$ cat config.mk
export PLATFORM = sky130hd
export DESIGN_NAME = source_token_scanner_core_flat
export DESIGN_NICKNAME = d
export VERILOG_FILES = /design/src/design/sts_pkg.sv /design/src/design/sts_channels.sv /design/src/design/source_token_scanner_core.sv /design/src/design/sts_result_fifo.sv /design/src/flat_wrapper.sv
export SDC_FILE = /design/constraint.sdc
export NUM_CORES = 1
export LEC_CHECK = 0
export ABC_AREA = 1
export BUFFER_PORTS_ARGS = -buffer_cell sky130_fd_sc_hd__buf_2
export CORE_MARGIN = 2
export CORE_UTILIZATION = 55
export DETAILED_ROUTE_END_ITERATION = 16
export GPL_TIMING_DRIVEN = 0
export PLACE_DENSITY = 0.72
export RECOVER_POWER = 25
export SLEW_MARGIN = 5
export SYNTH_ARGS = -nofsm -noshare
export SYNTH_HDL_FRONTEND = slang
export SYNTH_SLANG_ARGS = --single-unit
$ cat constraint.sdc
create_clock -name clk -period 5.3 [get_ports clk]
set_input_delay 1.06 -clock clk [delete_from_list [all_inputs] [get_ports clk]]
set_output_delay 1.06 -clock clk [all_outputs]
set_load 0.005 [all_outputs]
$ cat src/design/sts_pkg.sv
// Shared types, token kind codes, keyword table and byte classifiers of the token scanner.
package sts_pkg;

  typedef enum logic [4:0] {
    KIND_INTERFACE, KIND_STRUCT, KIND_VOID, KIND_INT32,
    KIND_VAR, KIND_IF, KIND_ELSE, KIND_RETURN,
    KIND_IDENT, KIND_NUMBER, KIND_STRING,
    KIND_LBRACE, KIND_RBRACE, KIND_LPAREN, KIND_RPAREN,
    KIND_SEMI, KIND_COMMA, KIND_DOT, KIND_STAR,
    KIND_ASSIGN, KIND_EQEQ, KIND_NOTEQ, KIND_LESS, KIND_GREATER,
    KIND_ARROW, KIND_UNKNOWN, KIND_EOF
  } token_kind_t;

  localparam int KW_COUNT   = 8;
  localparam int KW_MAX_LEN = 9;

  // Keyword text, last character in the low byte; order matches the kind codes.
  localparam logic [8*KW_MAX_LEN-1:0] KW_STR [KW_COUNT] = '{
    "interface", "struct", "void", "int32", "var", "if", "else", "return"
  };
  localparam logic [3:0] KW_LEN [KW_COUNT] = '{
    4'd9, 4'd6, 4'd4, 4'd5, 4'd3, 4'd2, 4'd4, 4'd6
  };

  localparam logic [7:0] CH_SPACE   = 8'h20;
  localparam logic [7:0] CH_TAB     = 8'h09;
  localparam logic [7:0] CH_CR      = 8'h0D;
  localparam logic [7:0] CH_LF      = 8'h0A;
  localparam logic [7:0] CH_QUOTE   = 8'h22;
  localparam logic [7:0] CH_EQUAL   = 8'h3D;
  localparam logic [7:0] CH_BANG    = 8'h21;
  localparam logic [7:0] CH_DASH    = 8'h2D;
  localparam logic [7:0] CH_GREATER = 8'h3E;
  localparam logic [7:0] CH_UNDER   = 8'h5F;

  typedef struct packed {
    token_kind_t kind;
    logic [15:0] start;
    logic [15:0] length;
    logic [15:0] line;
    logic        last;
  } token_t;

  // Up to two tokens produced by one accepted byte, first in stream order.
  typedef struct packed {
    logic [1:0] count;
    token_t     first;
    token_t     second;
  } push_t;

  function automatic logic is_digit(input logic [7:0] b);
    return (b >= 8'h30) && (b <= 8'h39);
  endfunction

  function automatic logic is_alpha(input logic [7:0] b);
    return ((b >= 8'h61) && (b <= 8'h7A)) || ((b >= 8'h41) && (b <= 8'h5A));
  endfunction

  // Single-byte punctuation; anything else maps to unknown.
  function automatic token_kind_t punct_kind(input logic [7:0] b);
    token_kind_t k;
    unique case (b)
      8'h7B:   k = KIND_LBRACE;
      8'h7D:   k = KIND_RBRACE;
      8'h28:   k = KIND_LPAREN;
      8'h29:   k = KIND_RPAREN;
      8'h3B:   k = KIND_SEMI;
      8'h2C:   k = KIND_COMMA;
      8'h2E:   k = KIND_DOT;
      8'h2A:   k = KIND_STAR;
      8'h3C:   k = KIND_LESS;
      8'h3E:   k = KIND_GREATER;
      default: k = KIND_UNKNOWN;
    endcase
    return k;
  endfunction

endpackage

$ cat src/design/sts_channels.sv
// Valid/ready channel interfaces for source bytes and emitted tokens.
interface sts_in_if;
  logic       valid;
  logic       ready;
  logic [7:0] byte_value;
  logic       source_end;
  modport source (output valid, byte_value, source_end, input ready);
  modport sink (input valid, byte_value, source_end, output ready);
endinterface

interface sts_out_if;
  logic        valid;
  logic        ready;
  logic [4:0]  token_kind;
  logic [15:0] token_start;
  logic [15:0] token_length;
  logic [15:0] line_number;
  logic        last_of_run;
  modport source (output valid, token_kind, token_start, token_length, line_number,
                  last_of_run, input ready);
  modport sink (input valid, token_kind, token_start, token_length, line_number,
                last_of_run, output ready);
endinterface

$ cat src/design/source_token_scanner_core.sv
// Token scanner top: one source byte per transfer in, tokens (kind, start, length, line) out.
// Latency: a token is written to the result queue at the edge that accepts the byte closing it
//   and is offered on out_ch in the next cycle if no earlier token waits in the queue ahead of it.
// Throughput: one byte per cycle while the four-entry queue has room for two tokens; a byte
//   closing two tokens costs two output transfers, so the output port sets the long-run rate.
// Reset (rst_n low, synchronous): scan mode idle, position 0, line 1, queue empty.
module source_token_scanner_core
  import sts_pkg::*;
#(
  parameter int OFFSET_BITS = 16
)
(
  input  logic       clk,
  input  logic       rst_n,
  sts_in_if.sink     in_ch,
  sts_out_if.source  out_ch
);

  typedef enum logic [2:0] {
    MODE_IDLE, MODE_IDENT, MODE_NUMBER, MODE_STRING, MODE_EQUAL, MODE_BANG, MODE_DASH
  } scan_mode_t;

  typedef logic [OFFSET_BITS-1:0] pos_t;

  // Scanner state
  scan_mode_t  mode_r, mode_nxt;
  pos_t        pos_r, pos_nxt;
  pos_t        start_r, start_nxt;
  logic [15:0] line_r, line_nxt;
  logic        too_long_r, too_long_nxt;
  logic [7:0]  kw_buf_r [KW_MAX_LEN];

  // Keyword buffer write port
  logic        kw_we;
  logic [3:0]  kw_idx;

  logic        room;
  logic        in_fire;
  logic [7:0]  b;
  logic        is_end;
  pos_t        lex_len;
  pos_t        pos_inc;
  logic [15:0] line_inc;
  logic        ident_char;
  logic        pending;
  logic        continue_tok;
  logic        flush_go;
  token_kind_t ident_kind;
  token_t      tok_a, tok_b;
  logic        tok_b_v;
  logic [OFFSET_BITS:0] str_start;
  logic [OFFSET_BITS:0] str_len;
  push_t       push;

  // Clamp an offset or length to the 16-bit output fields.
  function automatic logic [15:0] sat16(input logic [32:0] v);
    return (v > 33'h0FFFF) ? 16'hFFFF : v[15:0];
  endfunction

  assign in_ch.ready = room;
  assign in_fire     = in_ch.valid && room;
  assign b           = in_ch.byte_value;
  assign is_end      = in_ch.source_end;

  // The token start never passes the position, so this never wraps.
  assign lex_len  = pos_r - start_r;
  // Position and line both stick at their top value.
  assign pos_inc  = (pos_r == '1) ? pos_r : pos_r + pos_t'(1);
  assign line_inc = (line_r == 16'hFFFF) ? line_r : line_r + 16'd1;

  assign ident_char = is_alpha(b) || is_digit(b) || (b == CH_UNDER);

  assign pending = (mode_r == MODE_IDENT) || (mode_r == MODE_NUMBER) ||
                   (mode_r == MODE_EQUAL) || (mode_r == MODE_BANG) || (mode_r == MODE_DASH);

  // Byte extends the token held in the current mode.
  assign continue_tok = ((mode_r == MODE_IDENT) && ident_char) ||
                        ((mode_r == MODE_NUMBER) && is_digit(b)) ||
                        (((mode_r == MODE_EQUAL) || (mode_r == MODE_BANG)) &&
                         (b == CH_EQUAL)) ||
                        ((mode_r == MODE_DASH) && (b == CH_GREATER));

  // Held token closes: end marker, or a byte that cannot extend it.
  assign flush_go = pending && (is_end || !continue_tok);

  // Keyword match: compare the buffered identifier against all keywords at once.
  always_comb begin
    logic hit;
    ident_kind = KIND_IDENT;
    for (int k = KW_COUNT - 1; k >= 0; k--) begin
      hit = !too_long_r && (lex_len <= pos_t'(KW_MAX_LEN)) &&
            (lex_len[3:0] == KW_LEN[k]);
      for (int i = 0; i < KW_MAX_LEN; i++) begin
        if (i < int'(KW_LEN[k])) begin
          if (kw_buf_r[i] != KW_STR[k][8*(int'(KW_LEN[k]) - 1 - i) +: 8]) begin
            hit = 1'b0;
          end
        end
      end
      if (hit) begin
        ident_kind = token_kind_t'(5'(k));
      end
    end
  end

  // Token held by the mode, closed before the current byte is looked at.
  always_comb begin
    tok_a.start  = sat16(33'(start_r));
    tok_a.line   = line_r;
    tok_a.last   = !tok_b_v;
    tok_a.length = 16'd1;
    unique case (mode_r)
      MODE_IDENT: begin
        tok_a.kind   = ident_kind;
        tok_a.length = sat16(33'(lex_len));
      end
      MODE_NUMBER: begin
        tok_a.kind   = KIND_NUMBER;
        tok_a.length = sat16(33'(lex_len));
      end
      MODE_EQUAL: tok_a.kind = KIND_ASSIGN;
      default:    tok_a.kind = KIND_UNKNOWN;
    endcase
  end

  // String body runs from just after the opening quote to just before the closing one.
  assign str_start = {1'b0, start_r} + (OFFSET_BITS+1)'(1);
  assign str_len   = ({1'b0, pos_r} >= str_start) ? ({1'b0, pos_r} - str_start) : '0;

  // Next state and the token the current byte itself produces.
  always_comb begin
    mode_nxt     = mode_r;
    pos_nxt      = pos_r;
    start_nxt    = start_r;
    line_nxt     = line_r;
    too_long_nxt = too_long_r;
    kw_we        = 1'b0;
    kw_idx       = lex_len[3:0];
    tok_b_v      = 1'b0;
    tok_b.kind   = KIND_UNKNOWN;
    tok_b.start  = sat16(33'(pos_r));
    tok_b.length = 16'd1;
    tok_b.line   = line_r;
    tok_b.last   = 1'b1;

    if (is_end) begin
      // Flush is handled by tok_a; emit end of file and restart the source.
      tok_b_v      = 1'b1;
      tok_b.kind   = KIND_EOF;
      tok_b.length = 16'd0;
      mode_nxt     = MODE_IDLE;
      pos_nxt      = '0;
      start_nxt    = '0;
      line_nxt     = 16'd1;
      too_long_nxt = 1'b0;
    end else begin
      // Every byte advances the position once.
      pos_nxt = pos_inc;
      if (mode_r == MODE_STRING) begin
        if (b == CH_QUOTE) begin
          tok_b_v      = 1'b1;
          tok_b.kind   = KIND_STRING;
          tok_b.start  = sat16(33'(str_start));
          tok_b.length = sat16(33'(str_len));
          mode_nxt     = MODE_IDLE;
        end else if (b == CH_LF) begin
          line_nxt = line_inc;
        end
      end else if (continue_tok) begin
        if (mode_r == MODE_IDENT) begin
          // Buffer only the first nine bytes; a longer name is never a keyword.
          if (lex_len < pos_t'(KW_MAX_LEN)) begin
            kw_we = 1'b1;
          end else begin
            too_long_nxt = 1'b1;
          end
        end else if (mode_r != MODE_NUMBER) begin
          // Second byte of a two-byte operator.
          tok_b_v      = 1'b1;
          tok_b.start  = sat16(33'(start_r));
          tok_b.length = 16'd2;
          mode_nxt     = MODE_IDLE;
          unique case (mode_r)
            MODE_EQUAL: tok_b.kind = KIND_EQEQ;
            MODE_BANG:  tok_b.kind = KIND_NOTEQ;
            default:    tok_b.kind = KIND_ARROW;
          endcase
        end
      end else begin
        // Byte starts fresh: token start sits after any skipped whitespace.
        start_nxt = pos_r;
        mode_nxt  = MODE_IDLE;
        priority if ((b == CH_SPACE) || (b == CH_TAB) || (b == CH_CR)) begin
          // skip
        end else if (b == CH_LF) begin
          line_nxt = line_inc;
        end else if (b == CH_EQUAL) begin
          mode_nxt = MODE_EQUAL;
        end else if (b == CH_BANG) begin
          mode_nxt = MODE_BANG;
        end else if (b == CH_DASH) begin
          mode_nxt = MODE_DASH;
        end else if (b == CH_QUOTE) begin
          mode_nxt = MODE_STRING;
        end else if (is_digit(b)) begin
          mode_nxt = MODE_NUMBER;
        end else if (is_alpha(b) || (b == CH_UNDER)) begin
          mode_nxt     = MODE_IDENT;
          too_long_nxt = 1'b0;
          kw_we        = 1'b1;
          kw_idx       = 4'd0;
        end else begin
          // Single-byte punctuation or unknown byte.
          tok_b_v    = 1'b1;
          tok_b.kind = punct_kind(b);
        end
      end
    end
  end

  // Hand up to two tokens to the queue, flushed token first.
  always_comb begin
    push.count  = in_fire ? (2'(flush_go) + 2'(tok_b_v)) : 2'd0;
    push.first  = flush_go ? tok_a : tok_b;
    push.second = tok_b;
  end

  always_ff @(posedge clk) begin
    if (!rst_n) begin
      mode_r     <= MODE_IDLE;
      pos_r      <= '0;
      start_r    <= '0;
      line_r     <= 16'd1;
      too_long_r <= 1'b0;
    end else if (in_fire) begin
      mode_r     <= mode_nxt;
      pos_r      <= pos_nxt;
      start_r    <= start_nxt;
      line_r     <= line_nxt;
      too_long_r <= too_long_nxt;
    end
  end

  // Keyword buffer holds payload only; entries are read only after being written.
  always_ff @(posedge clk) begin
    if (in_fire && kw_we) begin
      kw_buf_r[kw_idx] <= b;
    end
  end

  sts_result_fifo u_fifo (
    .clk    (clk),
    .rst_n  (rst_n),
    .push   (push),
    .room   (room),
    .out_ch (out_ch)
  );

  a_end_restart : assert property (@(posedge clk) disable iff (!rst_n)
    (in_fire && is_end) |=> (pos_r == '0) && (line_r == 16'd1) && (mode_r == MODE_IDLE))
    else $error("end marker did not restart the scanner");

  a_line_nonzero : assert property (@(posedge clk) disable iff (!rst_n)
    line_r != 16'd0)
    else $error("line count reached zero");

  a_string_holds : assert property (@(posedge clk) disable iff (!rst_n)
    (in_fire && !is_end && (mode_r == MODE_STRING) && (b != CH_QUOTE))
      |=> (mode_r == MODE_STRING) && $stable(start_r))
    else $error("string scan left early");

  a_pair_needs_flush : assert property (@(posedge clk) disable iff (!rst_n)
    (push.count == 2'd2) |-> flush_go && tok_b_v)
    else $error("two tokens pushed without a flushed token");

endmodule

$ cat src/design/sts_result_fifo.sv
// Four-entry token queue taking up to two tokens per cycle and draining one per transfer.
module sts_result_fifo
  import sts_pkg::*;
(
  input  logic        clk,
  input  logic        rst_n,
  input  push_t       push,
  output logic        room,
  sts_out_if.source   out_ch
);

  logic [2:0] cnt_r;
  logic [1:0] wr_r;
  logic [1:0] rd_r;
  token_t     slot_r [4];
  token_t     head;
  logic       pop;

  assign pop  = out_ch.valid && out_ch.ready;
  // Room for a worst-case pair of tokens.
  assign room = (cnt_r <= 3'd2);

  always_ff @(posedge clk) begin
    if (!rst_n) begin
      cnt_r <= '0;
      wr_r  <= '0;
      rd_r  <= '0;
    end else begin
      cnt_r <= cnt_r + 3'(push.count) - 3'(pop);
      wr_r  <= wr_r + push.count;
      rd_r  <= rd_r + 2'(pop);
    end
  end

  always_ff @(posedge clk) begin
    if (push.count != 2'd0) begin
      slot_r[wr_r] <= push.first;
    end
    if (push.count == 2'd2) begin
      slot_r[wr_r + 2'd1] <= push.second;
    end
  end

  assign head                = slot_r[rd_r];
  assign out_ch.valid        = (cnt_r != 3'd0);
  assign out_ch.token_kind   = head.kind;
  assign out_ch.token_start  = head.start;
  assign out_ch.token_length = head.length;
  assign out_ch.line_number  = head.line;
  assign out_ch.last_of_run  = head.last;

  a_no_overflow : assert property (@(posedge clk) disable iff (!rst_n)
    push.count != 2'd0 |-> cnt_r <= 3'd2)
    else $error("token queue written without room");

  a_count_bound : assert property (@(posedge clk) disable iff (!rst_n)
    cnt_r <= 3'd4)
    else $error("token queue count out of range");

  a_drain_step : assert property (@(posedge clk) disable iff (!rst_n)
    (pop && push.count == 2'd0) |=> cnt_r == $past(cnt_r) - 3'd1)
    else $error("token queue count did not follow a lone transfer");

endmodule

$ cat src/flat_wrapper.sv
// flat-port wrapper written by rule: the top's interface ports become plain ports
module source_token_scanner_core_flat import sts_pkg::*;
#(
  parameter int OFFSET_BITS = 16
)
  (clk, rst_n, in_ch_valid, in_ch_byte_value, in_ch_source_end, in_ch_ready, out_ch_valid, out_ch_token_kind, out_ch_token_start, out_ch_token_length, out_ch_line_number, out_ch_last_of_run, out_ch_ready);
  sts_in_if in_ch_i ();
  sts_out_if out_ch_i ();
  input  logic clk;
  input  logic rst_n;
  input wire logic [$bits(in_ch_i.valid)-1:0] in_ch_valid;
  input wire logic [$bits(in_ch_i.byte_value)-1:0] in_ch_byte_value;
  input wire logic [$bits(in_ch_i.source_end)-1:0] in_ch_source_end;
  output wire logic [$bits(in_ch_i.ready)-1:0] in_ch_ready;
  output wire logic [$bits(out_ch_i.valid)-1:0] out_ch_valid;
  output wire logic [$bits(out_ch_i.token_kind)-1:0] out_ch_token_kind;
  output wire logic [$bits(out_ch_i.token_start)-1:0] out_ch_token_start;
  output wire logic [$bits(out_ch_i.token_length)-1:0] out_ch_token_length;
  output wire logic [$bits(out_ch_i.line_number)-1:0] out_ch_line_number;
  output wire logic [$bits(out_ch_i.last_of_run)-1:0] out_ch_last_of_run;
  input wire logic [$bits(out_ch_i.ready)-1:0] out_ch_ready;
  assign in_ch_i.valid = in_ch_valid;
  assign in_ch_i.byte_value = in_ch_byte_value;
  assign in_ch_i.source_end = in_ch_source_end;
  assign in_ch_ready = in_ch_i.ready;
  assign out_ch_valid = out_ch_i.valid;
  assign out_ch_token_kind = out_ch_i.token_kind;
  assign out_ch_token_start = out_ch_i.token_start;
  assign out_ch_token_length = out_ch_i.token_length;
  assign out_ch_line_number = out_ch_i.line_number;
  assign out_ch_last_of_run = out_ch_i.last_of_run;
  assign out_ch_i.ready = out_ch_ready;
  source_token_scanner_core #(.OFFSET_BITS(OFFSET_BITS)) u_core (.clk(clk), .rst_n(rst_n), .in_ch(in_ch_i), .out_ch(out_ch_i));
endmodule
* Word level (Yosys, flattened, before mapping)
Memory sizes are Yosys's and may differ from the RTL's. A register that Yosys moved wholly into a read port is not among the register bits.
Index checks and enable logic that the tools add are counted.
** Word-level totals
- Register bits :: 59
- RAM bits :: 288
- Output and inout port bits :: 56
- Bits of input ports :: 13
- Memories kept :: 2
- Logic and storage cells :: 317
** Memories
- u_core.u_fifo.slot_r :: words 4, width 54, read ports 1, clocked after memory_dff 1, write ports 2, RTL line sts_result_fifo.sv:15 : token_t slot_r [4];
- u_core.kw_buf_r :: words 9, width 8, read ports 9, clocked after memory_dff 0, write ports 1, RTL line source_token_scanner_core.sv:31 : logic [7:0] kw_buf_r [KW_MAX_LEN];
** Operators by class
- Eq/ne operators :: 82
- Reductions and logical operators :: 45
- Add/subtract/negate cells :: 11
- Order comparisons :: 12
- Mux-type cells :: 157
** Operator list (count)
- $mux W16 :: 17
- $ne A8 B7 Y1 const B :: 27
- $mux W37 :: 4
- $eq A8 B6 Y1 const B :: 13
- $mux W1 :: 86
- $mux W4 :: 19
- $mux W54 :: 1
- $mux W5 :: 10
- $pmux W5 S10 :: 1
- $mux W3 :: 13
- $gt A17 B16 Y1 const B :: 2
- $add A16 B1 Y16 const B :: 2
- $eq A16 B16 Y1 const B :: 2
- $mux W32 :: 1
- $ne A3 B2 Y1 const B :: 9
- $eq A8 B4 Y1 const B :: 3
- $eq A8 B7 Y1 const B :: 3
- $logic_and A1 B1 Y1 :: 18
- $add A16 B1 Y17 const B :: 1
- $ge A16 B17 Y1 :: 1
- $mux W17 :: 1
- $sub A16 B17 Y17 :: 1
- $ge A8 B7 Y1 const B :: 2
- $le A16 B4 Y1 const B :: 1
- other kinds (35) :: 69

* Depth between registers and ports, before layout
Gate-level depths: netlist of run 1.
- Depth in word-level cells :: 20
- Mapped depth :: 26
- Mapped depth without buffers :: 26

* By module
A second synthesis of run 1 with hierarchy kept.
** Second synthesis, totals
- Cells, all modules :: 2555
- Area total of the unflattened synthesis :: 20427.1 um^2
** Modules (own cells, without submodules)
- sts_result_fifo :: area each 10741.6 um^2, cells an instance 1116, instances 1, seq. area each 6626.4 um^2
- source_token_scanner_core :: area each 9685.5 um^2, cells an instance 1439, instances 1, seq. area each 3203.1 um^2

* Worst setup path before layout of run 1
No wires, ideal clock.
- Kind :: input-to-reg
- Start :: input port in_ch_byte_value[6]
- End :: memory u_core.u_fifo.slot_r[3][10] (netlist name) (enable)
- Path buffers :: 1
- Library setup time :: 0.408 ns
- Stages on the path :: 18
- Arrival :: 4.407 ns
- Required time :: 4.892 ns
- Slack :: 0.485 ns
- Cell sequence :: nor2_1 -> nand2_1 -> nor2_2 -> inv_1 -> nor2_1 -> nand2_1 -> nand3_4 -> nand2_4 -> nand2_1 -> inv_2 -> buf_2 -> ha_1 -> inv_1 -> nor2_1 -> nor2_1 -> nor2_1 -> nor2_1 -> inv_1
** RTL lines
- start, declared :: RTL line flat_wrapper.sv:12 : input wire logic [$bits(in_ch_i.byte_value)-1:0] in_ch_byte_value;
- end, declared :: RTL line sts_result_fifo.sv:15

==> results.py, run 1 <==
metrics = {
    "critical_path": {
        "worstPathRequired_ps": 5490,
        "path_class": "input port to register",
        "crit_path_end_kind": "register",
        "startpoint_type": "input port",
        "critPathArrivalTime_ps": 5100,
        "cp_max_fo": 54,
    },
    "cts": {
        "clock_latency_ps": 570,
        "cts_buffers": 38,
        "cts_tree": "done",
        "hold_buffers": 0,
        "clock-root-buffer": "clkbuf_16",
        "max-clock-path-buffers": 3,
        "cts.sinks": 347,
        "htreeDepth": 2,
        "clkTransAtPathRegs_ps": 60,
    },
    "final_layout": {
        "drive_above_1_share_pct": 9.25,
        "fill_cells": 3115,
        "area_delta_synth_final_pct": 10.7,
        "diodes": 0,
        "seqCellArea_um2": 9790,
        "final_nets": 2524,
        "final_area_um2": 21700,
        "multi_input_area_um2": 8600,
    },
    "yosys": {
        "ys_async_sr_fraction_pct": 0,
        "ys_ff_latch": 347,
        "seq_area_frac_synth_pct": 49.8,
        "synth_fp_nets": 2414,
        "synth.avg_cell_area_um2": 8.33,
        "synthTopCellsByArea": "edfxtp_1 43%, nand2_1 10%, dfxtp_1 6.4%",
        "yosys.area.top_type": "edfxtp_1",
        "synth_warnings": 0,
        "synth_edf_count": 284,
        "synthFlopType": "edfxtp_1",
        "synth_top_area_share_pct": 43.4,
        "ys_types": 61,
        "synth_area_um2": 19600,
        "syn_inst": 2357,
    },
    "global_routing": {
        "grt.total_usage_pct": 32.3,
        "grt_remaining_overflow": 0,
        "grt_pass1_wl_um": 92100,
        "grt_start_max_net_pins": 55,
        "antenna_found_initial": 1,
        "grt_pass1_vias": 16931,
    },
    "place": {
        "placed_area_um2": 20600,
        "gp_congestion": 1.03,
        "hpwlAfterDp_um": 44600,
        "port_buffers": 68,
    },
    "detailed_routing": {
        "wirelength_um": 59900,
        "vias": 17632,
        "drc": 0,
        "routed_via_density": 5.96,
        "drtIter0Drc": 1786,
        "drt_first_pass_iters": 6,
        "drtAntennaViolNets": 0,
        "wl_per_cell_um": 20.3,
    },
    "timing": {
        "slew_headroom_pct": 12.6,
        "rsz0062_at_grt": "no",
        "worst_slew_pin_slew_ps": 1300,
        "drv_slew": 0,
        "fmax_mhz": 203,
        "hold_viol": 0,
        "min_period_over_period_pct": 92.7,
        "setup_tns_ps": 0,
        "hold_ws_ps": 486,
        "finClkSkew_ps": 20.9,
        "post-route-min-period_ps": 4910,
        "setup_violations": 0,
    },
    "die": {
        "ios": 69,
        "core_um2": 35400,
        "die_y_um": 193,
        "start_util_pct": 55.5,
        "rows": 69,
        "die_area_um2": 37200,
        "die_x_um": 193,
    },
    "pwr": {
        "peakVddDrop_v": 0.000315,
        "p_leak_nw": 8.18,
        "p_total_w": 0.00917,
        "power.density_nw_per_um2": 422,
    },
    "job": {
        "cap_violations": 0,
    },
    "status": {
        "outcome": "complete, no violations",
    },
    "hold_path": {
        "hold_path.class": "register to register",
    },
}
## cells in the mapped netlist (22+ instances only)
| library cell | number |
|---|---|
| a21oi_1 | 78 |
| clkbuf_1 | 57 |
| dfxtp_1 | 63 |
| edfxtp_1 | 284 |
| ha_1 | 41 |
| inv_1 | 216 |
| nand2_1 | 524 |
| nand2_2 | 29 |
| nand3_1 | 149 |
| nand4_1 | 29 |
| nor2_1 | 309 |
| nor3_1 | 38 |
| o21ai_0 | 217 |
| o22ai_1 | 71 |
| xor2_1 | 22 |
## where the power goes
part	switching, W	total [W]	internal [W]
registers	0.000138	0.00355	0.00341
logic	0.00223	0.00310	0.000872
clock network	0.00110	0.00253	0.00143
total	0.00346	0.00917	0.00571
## path summary, 6_finish.rpt
check	from	endpoint	slack [ps]	depth (start not counted)
worst max-delay path	in_ch_byte_value[6]	u_core.u_fifo.slot_r[3][30]$_DFFE_PP_	390	20
worst min-delay path	u_core.too_long_r$_SDFFE_PN0P_	u_core.too_long_r$_SDFFE_PN0P_	490	2
worst max register to register	u_core.pos_r[0]$_SDFFE_PN0P_	u_core.kw_buf_r[8][4]$_DFFE_PP_	740	20
worst min register to register	u_core.too_long_r$_SDFFE_PN0P_	u_core.too_long_r$_SDFFE_PN0P_	490	2
## repair_timing
action / CTS / global route
resized for setup: 3 / 11
hold endpoints to repair: 0 / 0
setup buffers: 0 / 0
endpoints found under the setup margin: 82 / 215
pin swaps: 0 / 0
## per-stage QoR
step	util [%]	setup slack, ps	std cells
2_1_floorplan	-	485	2357
3_3_place_gp	58.1	-1950	2886
3_5_place_dp	58.2	-771	2888
4_1_cts	61.5	10.2	2957
5_1_grt	61.4	119	2957
6_report	61.4	386	2957
## cells in the final DEF (no fill, tap or decap), drive strengths merged, types with 18 or more instances in the layout
master | netlist | final
a211oi | 19 | 19
buf | 30 | 52
nand4 | 30 | 30
xor2 | 22 | 22
inv | 228 | 229
edfxtp | 284 | 284
ha | 41 | 41
nand2 | 558 | 558
o21ai | 246 | 246
clkbuf | 58 | 158
o22ai | 71 | 71
nor3 | 46 | 46
nor2 | 327 | 327
dfxtp | 63 | 63
nand3 | 168 | 168
a21oi | 82 | 82
nor4 | 18 | 18
## cell type report
class,instances,area share [%]
Sequential cell,347,45.0
Multi-Input combinational cell,1690,39.6
Clock buffer,52,4.76
Inverter,232,4.11
Tap cell,461,2.65
Buffer,88,1.77
Timing Repair Buffer,70,1.51
Clock inverter,17,0.610
## metal layers
layer / share of wire, % / GRT usage, % / wire, um
met5: 0.022 / 0 / 13
met4: 4.1 / 14.3 / 2440
met3: 7.6 / 4.98 / 4560
met2: 48 / 55.8 / 29000
met1: 40 / 40.2 / 23900
## logic make-up after synthesis
group | count (synthesis) | share of synthesized area (%)
DFF | 347 | 49.8
buffers and inverters | 320 | 6.41
AOI/OAI and AO/OA | 447 | 13.0
and+or+nand+nor | 1163 | 26.2
xor gates and xnor gates | 36 | 1.60
adders and majority gates | 44 | 2.92
## state kept, by name, summed over array words and instances (netlist names)
signal,count
u_core.too_long_r,1
u_core.u_fifo.wr_r,2
u_core.kw_buf_r,72
u_core.line_r,16
u_core.pos_r,16
u_core.u_fifo.cnt_r,3
u_core.u_fifo.slot_r,216
u_core.u_fifo.rd_r,2
u_core.start_r,16
u_core.mode_r,3
## critical path, cell delays in order
cell,delay (ps)
buf_2,190
nor2_1,170
nand2_1,130
nor2_2,200
inv_1,100
nor2_1,200
nand2_1,150
nand3_4,140
nand2_4,110
buf_6,170
a31oi_2,320
ha_1,220
inv_1,60
nor2_2,200
inv_1,180
nor2_1,220
nand2_1,280
inv_1,260
nor2_2,170
inv_6,530
Power figures use the tool's default switching activity.
==> inputs of run 2 (changes only) <==
CTS_BUF_LIST = sky130_fd_sc_hd__clkbuf_8   (was unset)
==> run 2 against run 1 <==
Compared with the run above:
- via count hardly changed
- utilization is 0.27 points lower
- wire length is 0.20% higher
==> results.py, run 2 (synthesized netlist as in run 1, its figures left out) <==
metrics = {
    "critical_path": {
        "r2r-end": "u_core.u_fifo.slot_r[1][30]$_DFFE_PP_",
        "critPathArrivalTime_ps": 5460,
        "r2r_slack_ps": 480,
        "cp_common_cell": "nor2_1",
        "critical_path.cell_chain": "buf_2 > nor2_1 > nand2_1 > nor2_2 > inv_1 > nor2_1 > nand2_1 > nand3_4 > nand2_4 > buf_6 > a31oi_1 > ha_1 > inv_1 > nor2_1 > nor2_1 > inv_1 > nand2_1 > clkinv_1 > nor2_4 > inv_4 > buf_12",
        "worstSetupStartpoint": "in_ch_byte_value[6]",
        "path_class": "input port to register",
        "worstPathRequired_ps": 5660,
        "crit_path_end_kind": "register",
        "critical_path.max_stage_delay_ps": 460,
        "reg2reg_depth": 21,
        "startpoint_type": "input port",
        "crit_path_top_delay_cell": "a31oi_1",
        "cp_max_fo": 31,
        "r2r-start": "u_core.mode_r[1]$_SDFFE_PN0P_",
    },
    "final_layout": {
        "largestRegisters": "u_core.u_fifo.slot_r x216, u_core.kw_buf_r x72",
        "final_common_cell": "nand2_1",
        "final_nets": 2542,
        "diodes": 0,
        "fill_cells": 3125,
        "postLayoutCoreUtil_pct": 61.2,
        "instances_no_fill": 2994,
        "final_cell_mix": "526 x nand2_1, 309 x nor2_1, 284 x edfxtp_1, 227 x inv_1, 217 x o21ai_0",
        "area_delta_synth_final_pct": 10.2,
        "seqCellArea_um2": 9790,
        "largest-register": "u_core.u_fifo.slot_r",
        "drive_above_1_share_pct": 10.2,
        "multi_input_area_um2": 8590,
        "largest_reg_flops": 216,
    },
    "timing": {
        "hold_viol": 0,
        "setup_violations": 0,
        "drv_slew": 0,
        "min_period_over_period_pct": 96.2,
        "slew_headroom_pct": 11.0,
        "finClkSkew_ps": 59.7,
        "worst_slew_pin_slew_ps": 1320,
        "rsz0062_at_grt": "no",
        "fin_ws_ps": 200,
        "hold_ws_ps": 490,
        "fmax_mhz": 196,
        "post-route-min-period_ps": 5100,
    },
    "status": {
        "outcome": "complete, no violations",
    },
    "hold_path": {
        "hold_path.class": "register to register",
        "hold_path_end": "u_core.too_long_r$_SDFFE_PN0P_",
        "min-delay-start": "u_core.too_long_r$_SDFFE_PN0P_",
        "hold_depth": 2,
    },
    "pwr": {
        "p_leak_nw": 8.23,
        "peakVddDrop_v": 0.000244,
        "power.density_nw_per_um2": 411,
    },
    "die": {
        "ios": 69,
        "die_area_um2": 37200,
        "rows": 69,
        "start_util_pct": 55.5,
        "die_x_um": 193,
        "core_um2": 35400,
        "die_y_um": 193,
    },
    "job": {
        "cap_violations": 0,
    },
    "place": {
        "port_buffers": 68,
        "hpwlAfterDp_um": 44600,
        "gp_congestion": 1.03,
        "dp.cells": 2888,
        "dp_slack_ps": -771,
    },
    "global_routing": {
        "antenna_found_initial": 0,
        "grt_pass1_vias": 16977,
        "grt_pass1_wl_um": 92000,
        "grt_remaining_overflow": 0,
        "grt.total_usage_pct": 32.3,
        "grt_start_max_net_pins": 55,
    },
    "detailed_routing": {
        "drt_first_pass_iters": 8,
        "routed_via_density": 5.89,
        "drtAntennaViolNets": 0,
        "wirelength_um": 60000,
        "drc": 0,
        "drtIter0Drc": 1693,
        "vias": 17649,
        "wl_per_cell_um": 20.1,
    },
    "cts": {
        "max-clock-path-buffers": 3,
        "clock_latency_ps": 690,
        "clock-root-buffer": "clkbuf_8",
        "cts.sinks": 347,
        "cts_tree": "done",
        "clkTransAtPathRegs_ps": 80,
        "htreeDepth": 2,
        "cts_buffers": 56,
        "cts_setup_buffers": 0,
    },
}
## run 2: cell types whose count changed in the layout (fill, tap and decap cells not counted)
cell        delta
clkbuf_8      +60
clkbuf_16     -39
clkbuf_1      -14
inv_1         +13
clkinv_1       +8
clkinv_2       +8
buf_2          +2
clkinvlp_4     -2
a31oi_1        +1
a31oi_2        -1
clkinv_4       +1
nand2_1        +1
nand2_4        -1
## run 2: per-stage QoR
stage / power [W] / cell area [um2] / setup TNS (ps)
floorplan: 0.00551 / 19600 / 0
global placement: 0.00661 / 20600 / -361780
detailed placement: 0.00668 / 20600 / -124410
CTS: 0.00890 / 21700 / 0
global route: 0.00936 / 21600 / 0
finish: 0.00890 / 21600 / 0
## run 2: power breakdown
part | switching [W] | internal (W) | leakage, nW
Clock | 0.00113 | 0.00112 | 0.622
Combinational | 0.00223 | 0.000872 | 4.69
Sequential | 0.000137 | 0.00341 | 2.92
## run 2: per-layer routing
metal  part of all wire (%)  GRT usage (%)  vias up
li1                       -              -     8326
met2                     48           55.0      809
met5                      0              0        -
met4                    3.8           13.9        0
met1                     40           40.5     8352
met3                    7.9           5.74      162
## run 2: worst max-delay path by stage
stage / endpoint / slack (ps)
after floorplan: u_core.u_fifo.slot_r[3][10]$_DFFE_PP_ / 480
after global placement: u_core.u_fifo.slot_r[3][29]$_DFFE_PP_ / -1950
after detailed placement: u_core.u_fifo.slot_r[3][28]$_DFFE_PP_ / -770
after CTS: u_core.u_fifo.slot_r[3][49]$_DFFE_PP_ / 40
after global routing: u_core.u_fifo.slot_r[1][49]$_DFFE_PP_ / 50
final: u_core.u_fifo.slot_r[1][30]$_DFFE_PP_ / 200
## run 2: cell type report
type	instances	share of cell area (%)
Clock buffer	61	3.88
Buffer	88	1.78
Sequential cell	347	45.2
Timing Repair Buffer	70	1.52
Clock inverter	45	1.15
Tap cell	461	2.66
Inverter	232	4.11
Multi-Input combinational cell	1690	39.7
## run 2: what timing repair did
item	in CTS	in global routing
setup endpoints to repair	53	193
pin swaps	0	0
resized for setup	1	11
hold endpoints to repair	0	0
hold buffers	0	0
## run 2: critical path: cells and delay by family
family          cells  cell delay (ps)
fa+ha+maj           1              370
simple gates       11             1990
buf+inv             8             1530
compound gates      1              460
